## config.mk

```make
export PLATFORM = sky130hd
export DESIGN_NAME = serial_response_matcher
export DESIGN_NICKNAME = d
export VERILOG_FILES = /design/src/rtl/srm_pkg.sv /design/src/rtl/srm_ram.sv /design/src/rtl/srm_cfg.sv /design/src/rtl/srm_core.sv /design/src/rtl/serial_response_matcher.sv
export SDC_FILE = /design/constraint.sdc
export NUM_CORES = 2
export LEC_CHECK = 0
export BUFFER_PORTS_ARGS = -buffer_cell sky130_fd_sc_hd__clkbuf_2
export CAP_MARGIN = 20
export CORE_UTILIZATION = 62
export CTS_CLUSTER_DIAMETER = 80
export CTS_CLUSTER_SIZE = 40
export DETAILED_ROUTE_END_ITERATION = 7
export PLACE_DENSITY_LB_ADDON = 0.15
export SLEW_MARGIN = 20
export SYNTH_ARGS = -nofsm -noshare
export SYNTH_HDL_FRONTEND = slang
export SYNTH_SLANG_ARGS = --single-unit
```

## constraint.sdc

```tcl
create_clock -name clk -period 7.5 [get_ports clk]
set_input_delay 0.75 -clock clk [delete_from_list [all_inputs] [get_ports clk]]
set_output_delay 0.75 -clock clk [all_outputs]
set_load 0.03 [all_outputs]
```

## src/rtl/srm_pkg.sv

```systemverilog
// ----------------------------------------------------------------------------
// srm_pkg
// Shared types, codes and sizes of the serial response matcher.
// ----------------------------------------------------------------------------
`default_nettype none

package srm_pkg;

  localparam int PATTERN_MAX   = 16;
  localparam int CAPTURE_DEPTH = 256;
  localparam int CAP_AW        = $clog2(CAPTURE_DEPTH);

  localparam logic [19:0] TICK_MAX = 20'hFFFFF;

  // commands
  localparam logic [2:0] CMD_CHAR  = 3'd0;
  localparam logic [2:0] CMD_TICK  = 3'd1;
  localparam logic [2:0] CMD_START = 3'd2;
  localparam logic [2:0] CMD_CLEAR = 3'd3;
  localparam logic [2:0] CMD_READ  = 3'd4;

  // step modes
  localparam logic [1:0] MODE_MATCH     = 2'd0;
  localparam logic [1:0] MODE_TIMEOUT   = 2'd1;
  localparam logic [1:0] MODE_IMMEDIATE = 2'd2;
  localparam logic [1:0] MODE_INVALID   = 2'd3;

  // step status
  localparam logic [1:0] ST_NONE = 2'd0;
  localparam logic [1:0] ST_OK   = 2'd1;
  localparam logic [1:0] ST_FAIL = 2'd2;
  localparam logic [1:0] ST_WAIT = 2'd3;

  // register indexes (byte address = 8 * index)
  localparam logic [2:0] REG_PATTERN_LOW    = 3'd0;
  localparam logic [2:0] REG_PATTERN_HIGH   = 3'd1;
  localparam logic [2:0] REG_PATTERN_LENGTH = 3'd2;
  localparam logic [2:0] REG_TIMEOUT_TICKS  = 3'd3;
  localparam logic [2:0] REG_CAPTURE_LIMIT  = 3'd4;

  typedef struct packed {
    logic [63:0] pattern_low;
    logic [63:0] pattern_high;
    logic [4:0]  pattern_length;
    logic [19:0] timeout_ticks;
    logic [8:0]  capture_limit;
  } cfg_t;

  typedef struct packed {
    logic [2:0] cmd;
    logic [7:0] rx_char;
    logic [1:0] step_mode;
    logic       capture_request;
    logic [7:0] read_index;
  } item_t;

  typedef struct packed {
    logic [1:0] step_status;
    logic [8:0] captured_count;
    logic [7:0] read_data;
    logic       listening;
  } result_t;

  typedef struct packed {
    logic              en;
    logic [CAP_AW-1:0] addr;
    logic [7:0]        data;
  } store_wr_t;

endpackage

`default_nettype wire

```

## src/rtl/srm_ram.sv

```systemverilog
// ----------------------------------------------------------------------------
// srm_ram
// Generic single-write, single-read RAM with registered read data.
// ----------------------------------------------------------------------------
`default_nettype none

module srm_ram #(
  parameter int WIDTH = 8,
  parameter int DEPTH = 256
) (
  input  wire logic                     clk,
  input  wire logic                     we,
  input  wire logic [$clog2(DEPTH)-1:0] waddr,
  input  wire logic [WIDTH-1:0]         wdata,
  input  wire logic                     re,
  input  wire logic [$clog2(DEPTH)-1:0] raddr,
  output      logic [WIDTH-1:0]         rdata
);

  logic [WIDTH-1:0] mem [DEPTH];

  always_ff @(posedge clk) begin
    if (we) begin
      mem[waddr] <= wdata;
    end
    if (re) begin
      rdata <= mem[raddr];
    end
  end

endmodule

`default_nettype wire

```

## src/rtl/srm_cfg.sv

```systemverilog
// ----------------------------------------------------------------------------
// srm_cfg
// APB register file: pattern, pattern length, timeout and capture limit.
// ----------------------------------------------------------------------------
`default_nettype none

module srm_cfg (
  input  wire logic          clk,
  input  wire logic          rst,
  input  wire logic          psel,
  input  wire logic          penable,
  input  wire logic          pwrite,
  input  wire logic [5:0]    paddr,
  input  wire logic [63:0]   pwdata,
  output      logic [63:0]   prdata,
  output      logic          pready,
  output      srm_pkg::cfg_t cfg
);
  import srm_pkg::*;

  logic       wr;
  logic [2:0] reg_sel;

  assign pready  = 1'b1;
  assign wr      = psel & penable & pwrite;
  assign reg_sel = paddr[5:3];

  always_ff @(posedge clk) begin
    if (rst) begin
      cfg.pattern_low    <= '0;
      cfg.pattern_high   <= '0;
      cfg.pattern_length <= 5'd1;
      cfg.timeout_ticks  <= '0;
      cfg.capture_limit  <= 9'(CAPTURE_DEPTH);
    end else if (wr) begin
      case (reg_sel)
        REG_PATTERN_LOW:    cfg.pattern_low    <= pwdata;
        REG_PATTERN_HIGH:   cfg.pattern_high   <= pwdata;
        REG_PATTERN_LENGTH: cfg.pattern_length <= pwdata[4:0];
        REG_TIMEOUT_TICKS:  cfg.timeout_ticks  <= pwdata[19:0];
        REG_CAPTURE_LIMIT:  cfg.capture_limit  <= pwdata[8:0];
        default: ;
      endcase
    end
  end

  always_comb begin
    case (reg_sel)
      REG_PATTERN_LOW:    prdata = cfg.pattern_low;
      REG_PATTERN_HIGH:   prdata = cfg.pattern_high;
      REG_PATTERN_LENGTH: prdata = {59'd0, cfg.pattern_length};
      REG_TIMEOUT_TICKS:  prdata = {44'd0, cfg.timeout_ticks};
      REG_CAPTURE_LIMIT:  prdata = {55'd0, cfg.capture_limit};
      default:            prdata = '0;
    endcase
  end

endmodule

`default_nettype wire

```

## src/rtl/srm_core.sv

```systemverilog
// ----------------------------------------------------------------------------
// srm_core
// Step state, matcher, capture control and tick timer; one item per advance.
// ----------------------------------------------------------------------------
`default_nettype none

module srm_core (
  input  wire logic              clk,
  input  wire logic              rst,
  input  wire logic              advance,
  input  wire srm_pkg::item_t    item,
  input  wire srm_pkg::cfg_t     cfg,
  input  wire logic [7:0]        rd_char,
  output      srm_pkg::result_t  result,
  output      srm_pkg::store_wr_t store_wr
);
  import srm_pkg::*;

  logic [4:0]  match_index, match_index_next;
  logic        matcher_armed, matcher_armed_next;
  logic        capture_on, capture_on_next;
  logic [8:0]  capture_count, capture_count_next;
  logic        step_waiting, step_waiting_next;
  logic        wait_is_timeout_only, wait_is_timeout_only_next;
  logic [19:0] ticks_elapsed, ticks_elapsed_next;

  logic [127:0] pattern;
  logic [7:0]   cur_char;
  logic [4:0]   eff_len;
  logic [8:0]   eff_limit;
  logic [4:0]   index_inc;
  logic [19:0]  ticks_inc;
  logic         matched;
  logic         cap_write;
  logic [1:0]   idle_status;
  logic [1:0]   status;
  logic [7:0]   rdata;

  assign pattern     = {cfg.pattern_high, cfg.pattern_low};
  assign cur_char    = pattern[match_index[3:0]*8 +: 8];
  assign index_inc   = match_index + 5'd1;
  assign ticks_inc   = (ticks_elapsed == TICK_MAX) ? ticks_elapsed : ticks_elapsed + 20'd1;
  assign idle_status = step_waiting ? ST_WAIT : ST_NONE;

  always_comb begin
    if (cfg.pattern_length == 5'd0) begin
      eff_len = 5'd1;
    end else if (cfg.pattern_length > 5'(PATTERN_MAX)) begin
      eff_len = 5'(PATTERN_MAX);
    end else begin
      eff_len = cfg.pattern_length;
    end
    eff_limit = (cfg.capture_limit > 9'(CAPTURE_DEPTH)) ? 9'(CAPTURE_DEPTH)
                                                         : cfg.capture_limit;
  end

  always_comb begin
    match_index_next          = match_index;
    matcher_armed_next        = matcher_armed;
    capture_on_next           = capture_on;
    capture_count_next        = capture_count;
    step_waiting_next         = step_waiting;
    wait_is_timeout_only_next = wait_is_timeout_only;
    ticks_elapsed_next        = ticks_elapsed;
    matched                   = 1'b0;
    cap_write                 = 1'b0;
    status                    = idle_status;
    rdata                     = '0;

    case (item.cmd)
      CMD_CHAR: begin
        if (matcher_armed) begin
          if (cur_char == item.rx_char) begin
            match_index_next = index_inc;
            matched          = (index_inc >= eff_len);
          end else begin
            match_index_next = (pattern[7:0] == item.rx_char) ? 5'd1 : 5'd0;
          end
        end
        if (capture_on) begin
          if (capture_count >= eff_limit) begin
            capture_on_next = 1'b0;
          end else begin
            cap_write          = 1'b1;
            capture_count_next = capture_count + 9'd1;
          end
        end
        if (matched) begin
          matcher_armed_next = 1'b0;
          match_index_next   = '0;
          step_waiting_next  = 1'b0;
          capture_on_next    = 1'b0;
          status             = ST_OK;
        end
      end
      CMD_TICK: begin
        if (step_waiting && (cfg.timeout_ticks != '0)) begin
          ticks_elapsed_next = ticks_inc;
          if (ticks_inc >= cfg.timeout_ticks) begin
            status             = wait_is_timeout_only ? ST_OK : ST_FAIL;
            step_waiting_next  = 1'b0;
            matcher_armed_next = 1'b0;
            match_index_next   = '0;
            capture_on_next    = 1'b0;
          end else begin
            status = ST_WAIT;
          end
        end
      end
      CMD_START: begin
        if (item.step_mode == MODE_INVALID) begin
          status = ST_FAIL;
        end else begin
          ticks_elapsed_next        = '0;
          match_index_next          = '0;
          capture_on_next           = item.capture_request;
          matcher_armed_next        = (item.step_mode == MODE_MATCH);
          step_waiting_next         = (item.step_mode != MODE_IMMEDIATE);
          wait_is_timeout_only_next = (item.step_mode == MODE_TIMEOUT);
          status = (item.step_mode == MODE_IMMEDIATE) ? ST_OK : ST_WAIT;
        end
      end
      CMD_CLEAR: begin
        // entries at or above the count are never read, so no sweep is needed
        capture_count_next = '0;
      end
      CMD_READ: begin
        if ({1'b0, item.read_index} < capture_count) begin
          rdata = rd_char;
        end
      end
      default: ;
    endcase
  end

  always_ff @(posedge clk) begin
    if (rst) begin
      match_index          <= '0;
      matcher_armed        <= 1'b0;
      capture_on           <= 1'b0;
      capture_count        <= '0;
      step_waiting         <= 1'b0;
      wait_is_timeout_only <= 1'b0;
      ticks_elapsed        <= '0;
    end else if (advance) begin
      match_index          <= match_index_next;
      matcher_armed        <= matcher_armed_next;
      capture_on           <= capture_on_next;
      capture_count        <= capture_count_next;
      step_waiting         <= step_waiting_next;
      wait_is_timeout_only <= wait_is_timeout_only_next;
      ticks_elapsed        <= ticks_elapsed_next;
    end
  end

  assign store_wr.en   = advance & cap_write;
  assign store_wr.addr = capture_count[CAP_AW-1:0];
  assign store_wr.data = item.rx_char;

  assign result.step_status    = status;
  assign result.captured_count = capture_count_next;
  assign result.read_data      = rdata;
  assign result.listening      = matcher_armed_next | capture_on_next;

endmodule

`default_nettype wire

```

## src/rtl/serial_response_matcher.sv

```systemverilog
// ----------------------------------------------------------------------------
// serial_response_matcher
// Matches received characters against a configured response string, times
// out steps on ticks and captures received characters into a store.
// ----------------------------------------------------------------------------
//
//   Channel  Ports            Direction  Payload
//   s_*      tvalid/tready    in         tuser: cmd; tdata: char, mode, capture, index
//   m_*      tvalid/tready    out        tdata: status, count, read data, listening
//   APB      psel..pready     in         five registers at byte address 8*index
//
// One item per cycle sustained while the result side does not stall; a
// result passes through the input register, then the result register,
// before it is offered.
// The capture store read is issued at the input transfer, with a bypass
// for a write made in that same cycle.
// A stalled result holds the result register and the input register; the
// input side keeps accepting while either register has room.
// Reset clears all control state at once; the store needs no clearing pass.
// ----------------------------------------------------------------------------
`default_nettype none

module serial_response_matcher (
  input  wire logic        clk,
  input  wire logic        rst,
  input  wire logic        s_tvalid,
  output      logic        s_tready,
  input  wire logic [23:0] s_tdata,  // rx_char[7:0], step_mode[9:8],
                                     // capture_request[10], read_index[18:11]
  input  wire logic [2:0]  s_tuser,  // cmd[2:0]
  output      logic        m_tvalid,
  input  wire logic        m_tready,
  output      logic [23:0] m_tdata,  // step_status[1:0], captured_count[10:2],
                                     // read_data[18:11], listening[19]
  input  wire logic        psel,
  input  wire logic        penable,
  input  wire logic        pwrite,
  input  wire logic [5:0]  paddr,
  input  wire logic [63:0] pwdata,
  output      logic [63:0] prdata,
  output      logic        pready
);
  import srm_pkg::*;

  cfg_t      cfg;
  item_t     s_item;
  item_t     in_item;
  logic      in_valid;
  logic      accept;
  logic      advance;
  logic      bypass_hit;
  logic [7:0] bypass_data;
  logic [7:0] ram_rdata;
  logic [7:0] rd_char;
  result_t   result;
  store_wr_t store_wr;

  assign s_item.cmd             = s_tuser;
  assign s_item.rx_char         = s_tdata[7:0];
  assign s_item.step_mode       = s_tdata[9:8];
  assign s_item.capture_request = s_tdata[10];
  assign s_item.read_index      = s_tdata[18:11];

  assign advance  = in_valid & (~m_tvalid | m_tready);
  assign s_tready = ~in_valid | ~m_tvalid | m_tready;
  assign accept   = s_tvalid & s_tready;

  srm_cfg u_cfg (
    .clk     (clk),
    .rst     (rst),
    .psel    (psel),
    .penable (penable),
    .pwrite  (pwrite),
    .paddr   (paddr),
    .pwdata  (pwdata),
    .prdata  (prdata),
    .pready  (pready),
    .cfg     (cfg)
  );

  srm_ram #(
    .WIDTH (8),
    .DEPTH (CAPTURE_DEPTH)
  ) u_store (
    .clk   (clk),
    .we    (store_wr.en),
    .waddr (store_wr.addr),
    .wdata (store_wr.data),
    .re    (accept),
    .raddr (s_item.read_index[CAP_AW-1:0]),
    .rdata (ram_rdata)
  );

  always_ff @(posedge clk) begin
    if (rst) begin
      in_valid   <= 1'b0;
      bypass_hit <= 1'b0;
    end else begin
      if (accept) begin
        in_valid   <= 1'b1;
        // the item in flight writes the slot this read is fetching
        bypass_hit <= store_wr.en && (store_wr.addr == s_item.read_index[CAP_AW-1:0]);
      end else if (advance) begin
        in_valid <= 1'b0;
      end
    end
  end

  always_ff @(posedge clk) begin
    if (accept) begin
      in_item     <= s_item;
      bypass_data <= store_wr.data;
    end
  end

  assign rd_char = bypass_hit ? bypass_data : ram_rdata;

  srm_core u_core (
    .clk      (clk),
    .rst      (rst),
    .advance  (advance),
    .item     (in_item),
    .cfg      (cfg),
    .rd_char  (rd_char),
    .result   (result),
    .store_wr (store_wr)
  );

  always_ff @(posedge clk) begin
    if (rst) begin
      m_tvalid <= 1'b0;
    end else if (advance) begin
      m_tvalid <= 1'b1;
    end else if (m_tready) begin
      m_tvalid <= 1'b0;
    end
  end

  always_ff @(posedge clk) begin
    if (advance) begin
      m_tdata <= {4'd0, result.listening, result.read_data,
                  result.captured_count, result.step_status};
    end
  end

endmodule

`default_nettype wire

```

# Word level (Yosys, flattened, before mapping)
# Memory sizes are Yosys's and may differ from the RTL's. A register that Yosys moved wholly into a read port is not among the register bits.
# Index checks and enable logic that the tools add are counted.
# op_classes
add_sub_neg	3
order_cmp	6
n_eq_ne	21
shift	1
muxes	55
n_bitwise	12
n_reduce_logical	21
# ops
cell	n
case mux 64 bit (5 select lines)	1
indexed part select 128 x 8 -> 8 bit	1
2-to-1 mux 20 bit	3
2-to-1 mux 5 bit	8
case mux 20 bit (2 select lines)	1
2-to-1 mux 9 bit	3
2-to-1 mux 1 bit	25
equality test 8 bit	3
adder 20 x 1 -> 20 bit, second input constant	1
equality test 20 bit, second input constant	1
greater-or-equal comparator 20 bit	1
nonzero test 20 bit	1
case mux 9 bit (2 select lines)	1
case mux 5 bit (3 select lines)	1
2-to-1 mux 2 bit	7
equality test 3 x 2 -> 1 bit, second input constant	4
AND reduction 2 bit	6
AND reduction 6 bit	2
adder 9 x 1 -> 9 bit, second input constant	1
greater-or-equal comparator 9 bit	1
> comparator 9 bit, second input constant	1
< comparator 8 x 9 -> 1 bit	1
case mux 1 bit (3 select lines)	3
2-to-1 mux 8 bit	1
22 further kinds	41
# word_totals
regBits	253
mem_bits_rw	2048
wordCells	143
mem_count	1
# mem_list
name	depth	word_bits	read_ports	rd_clocked_by_memory_dff	write_ports	line	source
u_store.mem	256	8	1	1	1	srm_ram.sv:20	logic [WIDTH-1:0] mem [DEPTH];

# Longest topological paths before layout
# logic_depth
ltp_word	10
ltp_mapped	19
mapped_depth_nobuf	16

# By module
# From an unflattened synthesis, not the netlist that was laid out.
# hier_totals
hier_cells	5323
area_unflattened_um2	94515.6
# by_module_without_submodules
module	instances	cells_per_inst	area_per_inst_um2
srm_ram	1	3733	79636.4
srm_cfg	1	828	7781.2
srm_core	1	673	5242.5
serial_response_matcher	1	89	1855.5

# Least setup slack after synthesis
# Ideal clock, no wire load.
# synth_path
kind	flip-flop to flip-flop
startpoint	register in_item[11] (netlist bit)
endpoint	register u_core.match_index[3]
setup_ps	70
arrival_ps	5665
required_ps	7430
path_slack_ps	1765
stages_incl_launch_ff	10
n_path_buf	1
synth_period_minus_slack_ps	5735
cell_sequence	edfxtp_1 inv_1 a22o_1 a2111oi_4 a21oi_2 nor3_2 o211ai_1 buf_6 or4b_1 a21oi_1
# synth_via
elab_chain_len	6
# synth_rtl
element	line	source
from (decl)	serial_response_matcher.sv:47	item_t in_item;
from (signal assigned)	serial_response_matcher.sv:111	in_item <= s_item;
equality test 8 bit *	srm_core.sv:73	if (cur_char == item.rx_char) begin
2-to-1 mux 1 bit	srm_core.sv:73	
2-to-1 mux 1 bit	srm_core.sv:72	if (matcher_armed) begin
2-to-1 mux 1 bit	srm_core.sv:70	case (item.cmd)
!= test 3 x 1 -> 1 bit (no source line) / 2-to-1 mux 5 bit (equally long branches)	n/a	
AND reduction 6 bit (no source line) / case mux 5 bit (3 select lines) (equally long branches)	n/a	
to (signal assigned)	srm_core.sv:146	match_index <= match_index_next;
to (decl)	srm_core.sv:19	logic [4:0] match_index, match_index_next;
# Mark *: on every way between the ends. The rest lies on a longest branch, timed or not. The select of a mux whose other input is x is not followed.
# A chain may end at the register's enable or synchronous reset.

# Worst setup path after layout
# layout_path
startpoint	register u_core.ticks_elapsed[0]
endpoint	register u_core.match_index[4]
# layout_via
elab_chain_len	5
# layout_rtl
element	line	source
from (decl)	srm_core.sv:25	logic [19:0] ticks_elapsed, ticks_elapsed_next;
from (signal assigned)	srm_core.sv:152	ticks_elapsed <= ticks_elapsed_next;
adder 20 x 1 -> 20 bit / equality test 20 bit (equally long branches)	srm_core.sv:42	assign ticks_inc = (ticks_elapsed == TICK_MAX) ? ticks_elapsed : ticks_elapsed + 20'd1;
2-to-1 mux 20 bit *	srm_core.sv:42	
greater-or-equal comparator 20 bit *	srm_core.sv:99	if (ticks_inc >= cfg.timeout_ticks) begin
!= test 2 x 1 -> 1 bit (no source line) *	n/a	
AND reduction 6 bit (no source line) *	n/a	
# Mark *: on every way between the ends. The rest lies on a longest branch, timed or not.

==> results.txt <==
Multi-input gate area = 0.02417 mm²
Syn_area_per_cell = 18.93 µm²
Crit path kind = register to register
FF+latch count, synth = 2,309
Drt drc = 0
Flop pwr share = 63.0%
Sw Ratio = 22.73%
Arrival @ worst endpoint = 5.68 ns
Setup WS pre-CTS = 2.561 ns
Clock network fraction of total power = 31.5%
Core area = 0.1482 mm²
Cts-stage hold buffer count = 0
Status = finished, final reports clean
Via density = 6.841
Largest net degree at the start of global routing = 206
Share of layout cells above drive strength 1 = 22.58%
Slew HR = 25.12%
Final Net Count = 5,103
Top cell type's share of synthesized area = 68.09%
Via count = 47,572
Routability cong. = 0.8996
Crit path max fanout = 11
Port Buf Inserts = 181
Synth Flop Type = edfxtp_1
Final setup vio count = 0
Std cell rows = 141
Die area = 0.1514 mm²
Max Clk Rate = 0.1998 GHz
Dominant cell type by area after synthesis = edfxtp_1
Initial antenna violation count = 8
CTS sink count = 2,309
Leakage power figure = 30.36 nW
Largest cells by area after synthesis = edfxtp_1, mux4_2, dfxtp_1
Clock Root Buffer = clkbuf_16
Switching Power = 5.076 mW
Routed len/inst = 31.01 µm
Die height = 389.0 µm
Setup bufs post-CTS = 0
First-pass GRT wire length = 313,200 µm
Clk slew on worst S/H paths = 0.12 ns
Synth cell types = 67
Clock Skew = 0.05187 ns
Worst-Skew Late Latency = 0.77 ns
Startpoint Class = register
Initial DRC Count = 5,576
Num CTS Buffers = 92
Seq. cell area = 0.06731 mm²
HPWL Detailed = 133,100 µm
Initial DRT Pass Iterations = 6
Synthesized instance count = 4,906
Final hold vios = 0
Die W = 389.0 µm
CTS resizes = 0
Peak supply drop = 0.1960 mV
Final TNS setup = 0 ns
EDFF count, synth = 2,106
Initial Utilization = 62.67%
MaxCap Viol Count = 0
Design Power = 22.33 mW
Non-Filler Instances = 6,954
RSZ-0062 raised after global routing = false
CP Capture Type = register
Post-route worst setup slack = 2.495 ns
Async set-reset flop share out of synthesis = 0%
Placed insts = 6,786
Fraction of power consumed by combinational cells = 5.5%
Register area share after synthesis = 72.47%
Hold Crit Class = input port to register
Antenna viol nets, final = 0
Max-slew violations = 0
Crit path time final = 5.005 ns
CTS tree = yes
H-tree depth = 3
Total GRT Usage = 28.62%
Internal power = 17.26 mW
Power per cell area = 224.7 mW/mm²
Vias in the first global route = 45,749
Bufs on Longest Clock Path = 3
Area grow syn2layout = 6.997%
Area of the mapped netlist = 0.09288 mm²
Fin util = 67.06%
Fill count = 9,450
Synthesis Warnings = 0
Worst-margin pin slew = 1.122 ns
Final Cycle Share = 66.74%
Crit path required time = 8.17 ns
WL final = 215,700 µm
I/O pins = 195
Global route overflow = 0
path summary, 6_finish.rpt:
path                                 from                     to  slack, ns  depth (start not counted)
setup / recovery  u_core.ticks_elapsed[0]  u_core.match_index[4]       2.49                         16
hold / removal                 s_tdata[2]            in_item[13]       0.16                          1
setup reg to reg  u_core.ticks_elapsed[0]  u_core.match_index[4]       2.49                         16
hold reg to reg             u_cfg.cfg[95]          u_cfg.cfg[95]       0.47                          2
metal layers:
| layer | GRT usage, % | up-vias | part of all wire, % |
|---|---|---|---|
| met3 | 4.130 | 318 | 8.3 |
| li1 | - | 19881 | - |
| met2 | 44.93 | 2357 | 49 |
| met5 | 0 | - | 0.022 |
| met1 | 42.49 | 25008 | 40 |
| met4 | 8.848 | 8 | 3.5 |
Yosys cell counts, types with 20 or more instances:
library cell  instances
ha_1                 47
xnor2_1              20
mux4_2              690
a22o_1               45
nand4_1              37
nand3_1              38
mux2i_1              57
clkbuf_1            213
dfxtp_1             203
nor3_1               26
edfxtp_1           2106
a22oi_1              38
buf_1                38
a21oi_1             220
nand2_1             402
inv_1                43
o21ai_0              26
nor2_1              358
buf_2                47
stage by stage:
step                hold slack (ns)  area, µm²
floorplan                    0.4439      92890
global placement             0.4518      95790
detailed placement           0.4588      95810
CTS                          0.1063      99320
global route                 0.1140      99370
finish                       0.1550      99380
state kept, by name, indices dropped and copies added (netlist names), 5 cells and up:
register / cells
u_cfg.cfg: 162
u_store.rdata: 8
u_core.ticks_elapsed: 20
m_tdata: 20
in_item: 22
bypass_data: 8
u_store.mem: 2048
u_core.capture_count: 9
u_core.match_index: 5
power by group through the flow:
stage               Clock (mW)  Combinational (mW)  Sequential, mW
floorplan                    0               0.685            14.5
global placement             0                1.21            14.4
detailed placement           0                1.23            14.4
CTS                       7.10                1.23            14.1
global route              7.47                1.29            14.1
finish                    7.03                1.23            14.1
worst max-delay path, cell delays in order (launching register included):
cell and delay [ns]:
dfxtp_1 0.45, ha_1 0.36, nand3_1 0.16, nor4_2 0.68, nor3b_1 0.22, and3_1 0.34, nand3_1 0.15, xnor2_1 0.07
ha_1 0.29, a21oi_1 0.07, o21ai_0 0.24, o21ai_0 0.16, a21oi_1 0.31, a31oi_1 0.15, or3_1 0.56, or4b_1 0.57
a21oi_1 0.15
cell families after synthesis:
group	share of synthesized area, %
other	0.008086
and+or+nand+nor	4.334
AOI/OAI and AO/OA	3.006
adders and majority gates	0.6332
DFF	72.47
buffers and inverters	1.567
muxes	17.67
xor gates and xnor gates	0.3206
layout by cell type (no fill, tap or decap), drive strengths merged, types with 19 or more instances in the layout:
| cell | count |
|---|---|
| buf | 83 |
| xnor2 | 20 |
| o21ai | 26 |
| clkbuf | 270 |
| edfxtp | 2106 |
| inv | 77 |
| a31oi | 19 |
| nor2 | 358 |
| nand2 | 402 |
| a21oi | 221 |
| dfxtp | 203 |
| nand4 | 37 |
| nor4 | 19 |
| mux2i | 57 |
| nand3 | 38 |
| nor3 | 27 |
| clkinv | 35 |
| a22o | 45 |
| mux4 | 697 |
| a22oi | 38 |
| ha | 47 |
layout make-up:
type	count	area share (%)
Multi-Input combinational cell	2242	24.32
Inverter	49	0.1851
Clock inverter	69	1.161
Antenna cell	2	0.005036
Sequential cell	2309	67.73
Tap cell	1930	2.430
Timing Repair Buffer	258	1.797
Clock buffer	95	2.371
No activity file was read; power rests on OpenSTA's default activity.
